**config.mk**
```make
export PLATFORM = sky130hd
export DESIGN_NAME = beat_period_phase_tracker_top
export DESIGN_NICKNAME = d
export VERILOG_FILES = /design/src/rtl/bpt_pkg.sv /design/src/rtl/bpt_div.sv /design/src/rtl/bpt_ctrl.sv /design/src/rtl/bpt_dp.sv /design/src/rtl/beat_period_phase_tracker_top.sv
export SDC_FILE = /design/constraint.sdc
export NUM_CORES = 2
export LEC_CHECK = 0
export ABC_AREA = 1
export BUFFER_PORTS_ARGS = -buffer_cell sky130_fd_sc_hd__clkbuf_2
export CORE_MARGIN = 2
export CORE_UTILIZATION = 40
export DETAILED_ROUTE_END_ITERATION = 12
export PLACE_DENSITY = 0.57
export SLEW_MARGIN = 30
export SYNTH_ARGS = -nofsm -noshare
export SYNTH_HDL_FRONTEND = slang
export SYNTH_SLANG_ARGS = --single-unit
```
**constraint.sdc**
```tcl
create_clock -name clk -period 8.1 [get_ports clk]
set_clock_uncertainty 0.1 [all_clocks]
set_input_delay 1.62 -clock clk [delete_from_list [all_inputs] [get_ports clk]]
set_output_delay 1.62 -clock clk [all_outputs]
set_load 0.005 [all_outputs]
```
**src/rtl/bpt_pkg.sv**
```systemverilog
// Shared types and constants of the beat period and phase tracker.
// Holds the controller state enum, command and status structs, widths.
// No dependencies.
package bpt_pkg;

  localparam int TIME_W        = 32;
  localparam int CFG_W         = 16;
  localparam int CFG_IDX_W     = 2;
  localparam int DIV_W         = 48;  // serial divider dividend / quotient width
  localparam int DVS_W         = 33;  // serial divider divisor / remainder width
  localparam int HIST_DEPTH_DEF = 5;

  localparam logic [CFG_IDX_W-1:0] CFG_ACT_ON_RISING  = 2'd0;
  localparam logic [CFG_IDX_W-1:0] CFG_INITIAL_PERIOD = 2'd1;
  localparam logic [CFG_IDX_W-1:0] CFG_WINDOW_WIDTH   = 2'd2;
  localparam logic [CFG_IDX_W-1:0] CFG_SYMMETRIC      = 2'd3;

  localparam logic [CFG_W-1:0]  RST_INITIAL_PERIOD = 16'd400;
  localparam logic [CFG_W-1:0]  RST_WINDOW_WIDTH   = 16'd10;
  localparam logic [39:0]       MIN_LIMIT_Q8       = 40'd256000;

  typedef enum logic [3:0] {
    S_IDLE,
    S_PUSH,
    S_PWALK,
    S_PDIV,
    S_QSET,
    S_QDIV,
    S_AWALK,
    S_ADIV,
    S_HSET,
    S_HDIV,
    S_OUT
  } state_t;

  typedef struct packed {
    logic accept;
    logic push;
    logic pwalk_step;
    logic pdiv_start;
    logic pdiv_ld;
    logic qdiv_start;
    logic ainit;
    logic awalk_step;
    logic adiv_start;
    logic adiv_ld;
    logic hdiv_start;
    logic hdiv_ld;
    logic out_load;
  } cmd_t;

  typedef struct packed {
    logic pulse_now;
    logic period_zero;
    logic pwalk_stop;
    logic cnt_zero;
    logic x_neg;
    logic awalk_stop;
    logic div_done;
    logic out_free;
  } sts_t;

endpackage

```
**src/rtl/bpt_div.sv**
```systemverilog
// Restoring bit-serial divider, one quotient bit per cycle.
// Depends on bpt_pkg for widths.
module bpt_div (
  input  logic                      clk,
  input  logic                      rst,
  input  logic                      start,
  input  logic [bpt_pkg::DIV_W-1:0] dividend,
  input  logic [bpt_pkg::DVS_W-1:0] divisor,
  output logic                      done,
  output logic [bpt_pkg::DIV_W-1:0] quot,
  output logic [bpt_pkg::DVS_W-1:0] rem
);
  import bpt_pkg::*;

  localparam int CNT_W = $clog2(DIV_W + 1);

  logic [CNT_W-1:0] count;
  logic             busy;
  logic [DVS_W-1:0] dvs;
  logic [DVS_W:0]   trial;
  logic             fits;

  assign trial = {rem, quot[DIV_W-1]};
  assign fits  = trial >= {1'b0, dvs};

  always_ff @(posedge clk) begin
    if (rst) begin
      busy  <= 1'b0;
      done  <= 1'b0;
      count <= '0;
    end else begin
      done <= 1'b0;
      if (start) begin
        busy  <= 1'b1;
        count <= CNT_W'(DIV_W);
      end else if (busy) begin
        count <= count - 1'b1;
        if (count == CNT_W'(1)) begin
          busy <= 1'b0;
          done <= 1'b1;
        end
      end
    end
  end

  always_ff @(posedge clk) begin
    if (start) begin
      quot <= dividend;
      rem  <= '0;
      dvs  <= divisor;
    end else if (busy) begin
      rem  <= fits ? DVS_W'(trial - {1'b0, dvs}) : trial[DVS_W-1:0];
      quot <= {quot[DIV_W-2:0], fits};
    end
  end

endmodule

```
**src/rtl/bpt_ctrl.sv**
```systemverilog
// Sequencer of the tracker: walks one sample through edge, history,
// period, phase and hit steps. Depends on bpt_pkg.
module bpt_ctrl (
  input  logic          clk,
  input  logic          rst,
  input  logic          in_valid,
  input  bpt_pkg::sts_t sts,
  output bpt_pkg::cmd_t cmd,
  output logic          in_stall
);
  import bpt_pkg::*;

  state_t state, state_next;

  always_ff @(posedge clk) begin
    if (rst) begin
      state <= S_IDLE;
    end else begin
      state <= state_next;
    end
  end

  assign in_stall = (state != S_IDLE);

  always_comb begin
    state_next = state;
    unique case (state)
      S_IDLE:  if (in_valid) state_next = sts.pulse_now ? S_PUSH : S_HSET;
      S_PUSH:  state_next = sts.period_zero ? S_HSET : S_PWALK;
      S_PWALK: begin
        if (sts.pwalk_stop) state_next = sts.cnt_zero ? S_QSET : S_PDIV;
      end
      S_PDIV:  if (sts.div_done) state_next = S_QSET;
      S_QSET:  state_next = sts.x_neg ? S_AWALK : S_QDIV;
      S_QDIV:  if (sts.div_done) state_next = S_AWALK;
      S_AWALK: if (sts.awalk_stop) state_next = S_ADIV;
      S_ADIV:  if (sts.div_done) state_next = S_HSET;
      S_HSET:  state_next = sts.period_zero ? S_OUT : S_HDIV;
      S_HDIV:  if (sts.div_done) state_next = S_OUT;
      S_OUT:   if (sts.out_free) state_next = S_IDLE;
      default: state_next = S_IDLE;
    endcase
  end

  always_comb begin
    cmd = '0;
    unique case (state)
      S_IDLE:  cmd.accept = in_valid;
      S_PUSH:  cmd.push = 1'b1;
      S_PWALK: begin
        cmd.pwalk_step = !sts.pwalk_stop;
        cmd.pdiv_start = sts.pwalk_stop && !sts.cnt_zero;
      end
      S_PDIV:  cmd.pdiv_ld = sts.div_done;
      S_QSET: begin
        cmd.ainit      = sts.x_neg;
        cmd.qdiv_start = !sts.x_neg;
      end
      S_QDIV:  cmd.ainit = sts.div_done;
      S_AWALK: begin
        cmd.awalk_step = !sts.awalk_stop;
        cmd.adiv_start = sts.awalk_stop;
      end
      S_ADIV:  cmd.adiv_ld = sts.div_done;
      S_HSET:  cmd.hdiv_start = !sts.period_zero;
      S_HDIV:  cmd.hdiv_ld = sts.div_done;
      S_OUT:   cmd.out_load = sts.out_free;
      default: cmd = '0;
    endcase
  end

endmodule

```
**src/rtl/bpt_dp.sv**
```systemverilog
// Datapath of the tracker: config registers, pulse history, walk
// accumulators, shared serial divider and output register. Uses bpt_pkg, bpt_div.
module bpt_dp #(
  parameter int HIST_DEPTH = bpt_pkg::HIST_DEPTH_DEF
) (
  input  logic                          clk,
  input  logic                          rst,
  input  logic                          cfg_we,
  input  logic [bpt_pkg::CFG_IDX_W-1:0] cfg_index,
  input  logic [bpt_pkg::CFG_W-1:0]     cfg_data,
  input  logic [bpt_pkg::TIME_W-1:0]    time_ms,
  input  logic                          level,
  input  logic                          out_stall,
  input  bpt_pkg::cmd_t                 cmd,
  output bpt_pkg::sts_t                 sts,
  output logic                          out_valid,
  output logic                          beat_hit,
  output logic [bpt_pkg::TIME_W-1:0]    period_q8,
  output logic [bpt_pkg::TIME_W-1:0]    align_ms,
  output logic                          pulse_taken
);
  import bpt_pkg::*;

  localparam int IDX_W = (HIST_DEPTH > 2) ? $clog2(HIST_DEPTH) : 1;
  localparam logic [IDX_W-1:0] LAST = IDX_W'(HIST_DEPTH - 1);

  // configuration
  logic              act_on_rising;
  logic [CFG_W-1:0]  window_width;
  logic              symmetric;

  // tracker state
  logic [TIME_W-1:0] hist [HIST_DEPTH];
  logic [TIME_W-1:0] scan [HIST_DEPTH];
  logic              line_high;
  logic [TIME_W-1:0] rise_time;
  logic [TIME_W-1:0] period;
  logic [TIME_W-1:0] align;
  logic              align_set;
  logic              hit_latch;

  // per-sample work registers
  logic [TIME_W-1:0] t_s;
  logic [TIME_W-1:0] t0;
  logic              taken;
  logic              hit;
  logic [IDX_W-1:0]  idx;
  logic [IDX_W-1:0]  cnt;
  logic [DIV_W-1:0]  sum;
  logic [39:0]       limit;
  logic [DIV_W-1:0]  qpa;
  logic [DIV_W-1:0]  tacc;

  // divider
  logic              div_start;
  logic [DIV_W-1:0]  div_dividend;
  logic [DVS_W-1:0]  div_divisor;
  logic              div_done;
  logic [DIV_W-1:0]  div_quot;
  logic [DVS_W-1:0]  div_rem;

  // combinational helpers
  logic              rise_now;
  logic              fall_now;
  logic              pulse_now;
  logic [TIME_W-1:0] pulse_time;
  logic [TIME_W-1:0] half_high;
  logic [TIME_W-1:0] gap;
  logic [39:0]       gap_q8;
  logic [34:0]       five_p;
  logic [TIME_W-1:0] align_new;
  logic [TIME_W-1:0] zero_diff;
  logic [41:0]       x_full;
  logic [40:0]       x_half;
  logic [TIME_W-1:0] lag;
  logic [TIME_W-1:0] hit_diff;

  assign rise_now   = level && !line_high;
  assign fall_now   = !level && line_high;
  assign pulse_now  = rise_now ? act_on_rising : (fall_now && !act_on_rising);
  assign half_high  = (time_ms - rise_time) >> 1;
  assign pulse_time = rise_now ? time_ms : rise_time + half_high;

  assign gap    = scan[0] - scan[1];
  assign gap_q8 = {gap, 8'b0};
  assign five_p = {period, 2'b0} + 35'(period);

  assign align_new = align_set ? align : t0;
  assign zero_diff = t0 - align_new;

  assign x_full = {1'b0, t0 - align, 9'b0} - 42'(period);
  assign x_half = (x_full[40:0] - 41'(div_rem)) >> 1;
  assign lag    = t0 - scan[0];
  assign hit_diff = t_s - align;

  always_comb begin
    sts.pulse_now   = pulse_now;
    sts.period_zero = (period == '0);
    sts.pwalk_stop  = (idx == LAST) || (gap_q8 >= limit);
    sts.cnt_zero    = (cnt == '0);
    sts.x_neg       = x_full[41];
    sts.awalk_stop  = (idx == LAST) ||
                      ((idx != '0) && (gap_q8 >= {7'b0, period, 1'b0}));
    sts.div_done    = div_done;
    sts.out_free    = !out_valid || !out_stall;
  end

  // pick the operands of whichever division starts now
  assign div_start = cmd.pdiv_start || cmd.qdiv_start || cmd.adiv_start || cmd.hdiv_start;

  always_comb begin
    priority if (cmd.pdiv_start) begin
      div_dividend = sum + DIV_W'(cnt);
      div_divisor  = DVS_W'({cnt, 1'b0});
    end else if (cmd.qdiv_start) begin
      div_dividend = DIV_W'(x_full[40:0]);
      div_divisor  = DVS_W'({period, 1'b0});
    end else if (cmd.adiv_start) begin
      div_dividend = ((tacc + DIV_W'(255)) >> 8) + DIV_W'(cnt) - DIV_W'(1);
      div_divisor  = DVS_W'(cnt);
    end else begin
      div_dividend = DIV_W'({hit_diff, 8'b0}) +
                     (symmetric ? DIV_W'({window_width, 7'b0}) : '0);
      div_divisor  = DVS_W'(period);
    end
  end

  bpt_div u_div (
    .clk      (clk),
    .rst      (rst),
    .start    (div_start),
    .dividend (div_dividend),
    .divisor  (div_divisor),
    .done     (div_done),
    .quot     (div_quot),
    .rem      (div_rem)
  );

  // configuration, edge tracking and tracker state
  always_ff @(posedge clk) begin
    if (rst) begin
      act_on_rising <= 1'b1;
      window_width  <= RST_WINDOW_WIDTH;
      symmetric     <= 1'b0;
      line_high     <= 1'b0;
      rise_time     <= '0;
      period        <= {16'b0, RST_INITIAL_PERIOD} << 8;
      align         <= '0;
      align_set     <= 1'b0;
      hit_latch     <= 1'b0;
      for (int k = 0; k < HIST_DEPTH; k++) hist[k] <= '0;
    end else begin
      if (cfg_we) begin
        unique case (cfg_index)
          CFG_ACT_ON_RISING:  act_on_rising <= cfg_data[0];
          CFG_INITIAL_PERIOD: period <= {16'b0, cfg_data} << 8;
          CFG_WINDOW_WIDTH:   window_width <= cfg_data;
          CFG_SYMMETRIC:      symmetric <= cfg_data[0];
          default: ;
        endcase
      end
      if (cmd.accept) begin
        if (rise_now) begin
          line_high <= 1'b1;
          rise_time <= time_ms;
        end else if (fall_now) begin
          line_high <= 1'b0;
        end
      end
      if (cmd.push) begin
        for (int k = HIST_DEPTH - 1; k > 0; k--) hist[k] <= hist[k-1];
        hist[0] <= t0;
        if (period == '0) begin
          align     <= align_new;
          align_set <= 1'b1;
          period    <= (zero_diff[31:24] != '0) ? '1 : {zero_diff[23:0], 8'b0};
        end
      end
      if (cmd.pdiv_ld) begin
        period <= (div_quot[DIV_W-1:TIME_W] != '0) ? '1 : div_quot[TIME_W-1:0];
      end
      if (cmd.adiv_ld) begin
        align     <= t0 - div_quot[TIME_W-1:0];
        align_set <= 1'b1;
      end
      if (cmd.hdiv_ld) begin
        if (div_rem < DVS_W'({window_width, 8'b0})) begin
          hit_latch <= 1'b1;
        end else begin
          hit_latch <= 1'b0;
        end
      end
    end
  end

  // walk registers and per-sample payload
  always_ff @(posedge clk) begin
    if (cmd.accept) begin
      t_s   <= time_ms;
      t0    <= pulse_time;
      taken <= pulse_now;
      hit   <= 1'b0;
    end
    if (cmd.push) begin
      scan[0] <= t0;
      for (int k = 1; k < HIST_DEPTH; k++) scan[k] <= hist[k-1];
      idx   <= '0;
      cnt   <= '0;
      sum   <= '0;
      limit <= (40'(five_p) < MIN_LIMIT_Q8) ? MIN_LIMIT_Q8 : 40'(five_p);
    end
    if (cmd.pwalk_step || cmd.awalk_step) begin
      for (int k = 0; k < HIST_DEPTH - 1; k++) scan[k] <= scan[k+1];
      scan[HIST_DEPTH-1] <= '0;
      idx <= idx + 1'b1;
      cnt <= cnt + 1'b1;
    end
    if (cmd.pwalk_step) begin
      sum <= sum + DIV_W'(gap_q8) + DIV_W'(period);
    end
    if (cmd.ainit) begin
      for (int k = 0; k < HIST_DEPTH; k++) scan[k] <= hist[k];
      idx  <= '0;
      cnt  <= '0;
      tacc <= '0;
      qpa  <= x_full[41] ? DIV_W'(period)
                         : DIV_W'(x_half) + DIV_W'({period, 1'b0});
    end
    if (cmd.awalk_step) begin
      tacc <= tacc + DIV_W'({lag, 8'b0}) + qpa;
      qpa  <= qpa + DIV_W'(period);
    end
    if (cmd.hdiv_ld) begin
      hit <= (div_rem < DVS_W'({window_width, 8'b0})) && !hit_latch;
    end
  end

  // output word register
  always_ff @(posedge clk) begin
    if (rst) begin
      out_valid <= 1'b0;
    end else if (cmd.out_load) begin
      out_valid <= 1'b1;
    end else if (!out_stall) begin
      out_valid <= 1'b0;
    end
  end

  always_ff @(posedge clk) begin
    if (cmd.out_load) begin
      beat_hit    <= hit;
      period_q8   <= period;
      align_ms    <= align;
      pulse_taken <= taken;
    end
  end

endmodule

```
**src/rtl/beat_period_phase_tracker_top.sv**
```systemverilog
// Top level of the beat period and phase tracker.
// Instantiates bpt_ctrl and bpt_dp; uses bpt_pkg.
//
//   channel  direction  handshake              word
//   in       into block in_valid / in_stall    time_ms, level
//   out      from block out_valid / out_stall  beat_hit, period_q8, align_ms, pulse_taken
//   cfg      into block cfg_we                 cfg_index, cfg_data
//
// A sample without a pulse needs at most one division, by the period, in the
// shared bit-serial divider; there is none while the period is zero.
// A sample with a pulse adds up to two history walks and up to three more
// divisions, and the sequencer holds in its output state while the output
// word is stalled.
// Synchronous active-high reset clears the history, edge state, latch and
// loads the default registers. One sample is worked at a time; in_stall is
// high from acceptance until the result is handed to the output register,
// which holds a word while out_stall is high, and the next sample is taken
// while it waits.
module beat_period_phase_tracker_top #(
  parameter int HIST_DEPTH = bpt_pkg::HIST_DEPTH_DEF
) (
  input  logic                          clk,
  input  logic                          rst,
  input  logic                          cfg_we,
  input  logic [bpt_pkg::CFG_IDX_W-1:0] cfg_index,
  input  logic [bpt_pkg::CFG_W-1:0]     cfg_data,
  input  logic                          in_valid,
  output logic                          in_stall,
  input  logic [bpt_pkg::TIME_W-1:0]    time_ms,
  input  logic                          level,
  output logic                          out_valid,
  input  logic                          out_stall,
  output logic                          beat_hit,
  output logic [bpt_pkg::TIME_W-1:0]    period_q8,
  output logic [bpt_pkg::TIME_W-1:0]    align_ms,
  output logic                          pulse_taken
);
  import bpt_pkg::*;

  cmd_t cmd;
  sts_t sts;

  // sequencer: one state per step of the sample's work
  bpt_ctrl u_ctrl (
    .clk      (clk),
    .rst      (rst),
    .in_valid (in_valid),
    .sts      (sts),
    .cmd      (cmd),
    .in_stall (in_stall)
  );

  // history, period and phase arithmetic, hit window, output word
  bpt_dp #(
    .HIST_DEPTH (HIST_DEPTH)
  ) u_dp (
    .clk         (clk),
    .rst         (rst),
    .cfg_we      (cfg_we),
    .cfg_index   (cfg_index),
    .cfg_data    (cfg_data),
    .time_ms     (time_ms),
    .level       (level),
    .out_stall   (out_stall),
    .cmd         (cmd),
    .sts         (sts),
    .out_valid   (out_valid),
    .beat_hit    (beat_hit),
    .period_q8   (period_q8),
    .align_ms    (align_ms),
    .pulse_taken (pulse_taken)
  );

endmodule

```
* Word level (Yosys, flattened, before mapping) *
Memories as Yosys holds them, arrays and structs flattened.
Cells that the tools add are included.
Widths: inputs -> output; s select.

cells by class
  add/sub/neg operators = 26
  order comparisons = 5
  equal/unequal tests = 24
  multiplexer cells = 99
  bitwise operators = 16
  reduce and logical (&&, ||, !) cells = 50

operators by type and width
  cell                   number
  $mux 32                28
  $mux 48                12
  $sub 32x32->32         7
  $add 48x32->48         2
  $add 48x40->48         2
  $mux 33                2
  $add 40x48->48         1
  $add 48x3->48          1
  $add 48x48->48         1
  $add 48x8->48 const B  1
  $sub 48x1->48 const B  1
  $mux 4                 11
  $pmux 4 s11            1
  $sub 41x32->42         1
  $add 40x3->41          1
  $add 40x33->41         1
  $sub 41x33->41         1
  $ge 40x33->1           1
  $ge 40x40->1           1
  $add 34x32->35         1
  $lt 35x18->1 const B   1
  $ge 34x33->1           1
  $lt 33x24->1           1
  $mux 1                 33
  other kinds (37)       107

storage, ports and cells
  flip-flop bits (word level) = 566
  memory bits (writable) = 320
  logic and storage cells = 257
  memories = 2

memory list
  name       depth  width  rd ports  clocked after memory_dff  wr ports  line          text
  u_dp.hist  5      32     5         0                         5         bpt_dp.sv:33  logic [TIME_W-1:0] hist [HIST_DEPTH];
  u_dp.scan  5      32     5         0                         5         bpt_dp.sv:34  logic [TIME_W-1:0] scan [HIST_DEPTH];

* Longest topological paths before layout *
An unclocked memory read counts as a cell.

  depth after elaboration = 12
  gate-level depth with buffers = 41
  depth with buffers taken out = 41

* Hierarchy *
From an unflattened synthesis, not the netlist that was laid out.

unflattened totals
  cell total of the unflattened synthesis = 10186
  area, all modules = 75401.1 um^2

modules (own cells, without submodules)
  module    times used  cells an instance  area each (um^2)  sequential area each (um^2)
  bpt_dp    1           8996               67155.7           21430.6
  bpt_div   1           1095               7723.7            3253.1
  bpt_ctrl  1           95                 521.8             80.1

* Least setup slack after synthesis *
No wires, ideal clock.

  path kind = flip-flop to flip-flop
  start point = register u_dp.t0[1]
  end point = memory u_dp.scan[0][0], enable pin
  library setup time = 1.336 ns
  arrival time = 6.741 ns
  required time = 6.664 ns
  setup slack = -0.077 ns
  cell stages (with the launch flop) = 29
  buffers on the path = 2
  period minus slack after synthesis = 8.177 ns
  path through = edfxtp_1 inv_1 fa_1 o21ai_2 nand2_1 nand3_1 nand2_1 nand2_2 nand3_1 nand2_1 xor2_1 ha_1 nand2_1 nor4_1 nand3_1 nand3_1 nand4_1 nand2_1 inv_2 nand2_1 inv_2 nand3_2 inv_2 nand2_1 o21ai_2 inv_2 clkbuf_1 buf_2 nand2_1

RTL lines
  what                      line           text
  start: declaration        bpt_dp.sv:44   logic [TIME_W-1:0] t0;
  start signal: assignment  bpt_dp.sv:200  t0 <= pulse_time;
  end: declaration          bpt_dp.sv:34

* Final worst setup path *
  start point = register u_dp.t0[0]
  end point = register u_dp.qpa[39], data pin

on the way
  word-level cells in the longest chain between the ends = 7

ends and longest elaborated chain
  what                    line           text
  $sub 32x32->32 (*)      bpt_dp.sv:91   assign x_full = {1'b0, t0 - align, 9'b0} - 42'(period);
  $sub 41x32->42 (*)      bpt_dp.sv:91
  $sub 41x33->41          bpt_dp.sv:92   assign x_half = (x_full[40:0] - 41'(div_rem)) >> 1;
  $add 40x33->41          bpt_dp.sv:227  : DIV_W'(x_half) + DIV_W'({period, 1'b0});
  $mux 48 (*)             bpt_dp.sv:226  qpa <= x_full[41] ? DIV_W'(period)
  $mux 48 (*)             bpt_dp.sv:221  if (cmd.ainit) begin
  $mux 48 (*)             bpt_dp.sv:229  if (cmd.awalk_step) begin
  end signal: assignment  bpt_dp.sv:226
  end signal: assignment  bpt_dp.sv:231  qpa <= qpa + DIV_W'(period);
  end: declaration        bpt_dp.sv:51   logic [DIV_W-1:0] qpa;

Every way passes the cells marked *; elsewhere a longest branch is shown, timed or not. The select of a mux whose other input is x is not followed.
A chain may end at the register's enable or synchronous reset.

==> results.ini <==
[clock_tree]
cts_buffer_depth = 3
root_buffer = clkbuf_16
cts_tree = built
clk_latency_ps = 810
clk_pin_slew_ps = 60
cts_buffers = 107
cts.sinks = 881
postCtsHoldBufs = 0
ctsHtreeMaxLevel = 3

[setup_path]
critPathTopFamily = compound AO/OA/AOI/OAI gates
path_common_cell = nand2_1
critPathBufInv = 6
worstSetupPathType = flop to flop
crit_path_end_kind = flop
r2r-start = u_dp.t0[0]
reg2regPathDepth = 39
slowest_stage = fa_1
ff2ff_setup_slack_ps = 540
startpoint_type = flop
required_ps = 8560
cp.arrival_ps = 8020
rr_endpoint = u_dp.qpa[39]
crit_fanout = 6
max_stage_delay_ps = 440

[synthesis]
synth-async-reset-ratio_pct = 0
syn-cell-area_mm2 = 0.0744
synth_edf_count = 712
ys_seq_area_share_pct = 33.3
syn-num-nets = 10800
yosysUniqueCellTypes = 71
synthFlopType = edfxtp_1
syn_area_per_cell_um2 = 7.46
ys_seq_elements = 881
synth_cells = 9978
yosys_warnings = 0

[sta]
fmax_ghz = 0.132
fin_setup_tns_ps = 0
min_period_ps = 7560
relSlewSlack_pct = 16.8
tightest_slew_ps = 1240
finalHoldViolCount = 0
period_share_pct = 93.3
finalMaxSlewViolations = 0
finalSetupViolCount = 0
rsz0062_at_grt = no

[routing]
vias = 71600
drt_iter0_markers = 7309
drtPass1Iterations = 7
wl_per_cell_um = 24.7
antenna_left = 0
drc = 0
viasPerCell = 5.61
drt_wl_total_um = 315000

[grt]
gr-total-overflow = 0
grt_use_total_pct = 32.2
grt_antenna_before_repair = 18
grt_first_pass_wirelength_um = 454000
grt_start_max_net_pins = 109
grt_pass1_vias = 68300

[finish]
layout_commonest_cell = nand2_1
drive_above_1_share_pct = 6.65
final_util_pct = 44.7
final_nets = 11000
syn_to_final_growth_pct = 11.1
final_cell_mix = nand2_1, inv_1, nor2_1

[die]
ioPinCount = 124
dieArea_mm2 = 0.190
start_util_pct = 40.2
coreArea_mm2 = 0.185
die_w_um = 435
die_y_um = 435
rows = 158

[placement]
hpwl_um = 253000
gp_congestion = 1.06
place.port_buffers = 123

[min_path]
min_from = u_dp.align[6]
hold_end = u_dp.align_ms[6]
min_path_cells = 0
hp-class = flop to flop

[outcome]
status = finished clean

[job]
max-cap-violations = 0

## metrics by stage
| stage | instance area (um^2) | instances | worst slack, ps | hold WS (ps) |
|---|---|---|---|---|
| after floorplan | 74400 | 9978 | 1390 | 300 |
| after global placement | 78800 | 12500 | 484 | 312 |
| after detailed placement | 78900 | 12500 | 484 | 319 |
| after CTS | 82600 | 12700 | 506 | 333 |
| after global routing | 82700 | 12800 | 82.0 | 337 |
| final | 82700 | 12800 | 541 | 337 |
## sequential cells by signal (all words and copies together) (netlist names), 33 cells and up
register         count
u_dp.limit          35
u_dp.scan          160
u_dp.sum            48
u_dp.hist          160
u_dp.u_div.quot     48
u_dp.qpa            48
u_dp.u_div.dvs      33
u_dp.u_div.rem      33
u_dp.tacc           48
## Yosys cell counts (27+ instances only)
| cell | number | area (um^2) |
|---|---|---|
| nand2_2 | 28 | 175 |
| nand3_1 | 371 | 1860 |
| fa_1 | 74 | 1480 |
| o22ai_1 | 173 | 1080 |
| edfxtp_1 | 712 | 21400 |
| o21a_1 | 55 | 413 |
| nand2_1 | 1910 | 7170 |
| a31oi_1 | 92 | 576 |
| o21ai_1 | 27 | 135 |
| nor3_1 | 111 | 556 |
| buf_2 | 56 | 280 |
| a21oi_1 | 921 | 4610 |
| xor2_1 | 314 | 2750 |
| nor2_2 | 34 | 213 |
| nor4_1 | 46 | 288 |
| clkbuf_1 | 161 | 604 |
| nand4_1 | 137 | 857 |
| a21o_1 | 48 | 360 |
| nor2_1 | 1089 | 4090 |
| o21ai_0 | 777 | 3890 |
| dfxtp_1 | 169 | 3380 |
| xnor2_1 | 172 | 1510 |
| or2_2 | 39 | 244 |
| a21boi_0 | 36 | 270 |
| o31ai_1 | 35 | 263 |
| inv_1 | 1443 | 5420 |
| o21bai_1 | 34 | 255 |
| o211ai_1 | 42 | 315 |
| ha_1 | 649 | 8120 |
## layer usage
layer  global-route usage, %  share of wire (%)  vias up
met5                       0             0.0073        -
met4                    19.7                7.0        4
met3                    5.37                7.9      613
met2                    48.6                 42     2931
met1                    43.1                 43    33900
li1                        -                  -    34200
## worst reg2reg max path, delay by kind of cell, from the launching register on
family,cells,cell delay [ps]
flip-flops,1,360
XOR/XNOR,3,560
AO/OA/AOI/OAI,12,2530
buffers and inverters,6,770
AND/OR/NAND/NOR,13,1400
adder cells (fa/ha/maj),5,1640
## area by class of cell
cell class,instances,area (um^2)
Tap cell,2480,3100
Antenna cell,16,40.0
Fill cell,19000,103000
Sequential cell,881,24800
Timing Repair Buffer,308,2120
Inverter,1474,5540
Clock inverter,66,843
Clock buffer,138,2890
Multi-Input combinational cell,7400,43400
## cell families (layout without fill, tap and decap cells)
group,after synthesis,count (layout),synth area share [%]
AO/OA/AOI/OAI,2344,2344,17.5
XOR/XNOR,488,488,5.78
adder cells (fa/ha/maj),723,723,12.9
buffers and inverters,1697,1986,8.67
flip-flops,881,881,33.3
other,0,16,0
AND/OR/NAND/NOR,3845,3845,21.8
## worst max-delay path by stage
stage	from	cells after the start	slack, ps	end
floorplan	u_dp.t0[1]	28	1390	u_dp.qpa[0]
global placement	u_dp.t0[0]	38	480	u_dp.qpa[39]
detailed placement	u_dp.t0[0]	38	480	u_dp.qpa[39]
CTS	u_dp.t0[0]	38	510	u_dp.qpa[39]
global route	u_dp.t0[0]	39	80	u_dp.qpa[39]
finish	u_dp.t0[0]	39	540	u_dp.qpa[39]
## timing repair
action,in CTS,in global routing
setup buffers,0,1
setup endpoints to repair,0,3
gates resized for setup,0,2
endpoints found under the hold margin,0,0
Power is not shown: default switching activity piles up to over one toggle a cycle in this logic, so the estimate is an artifact.
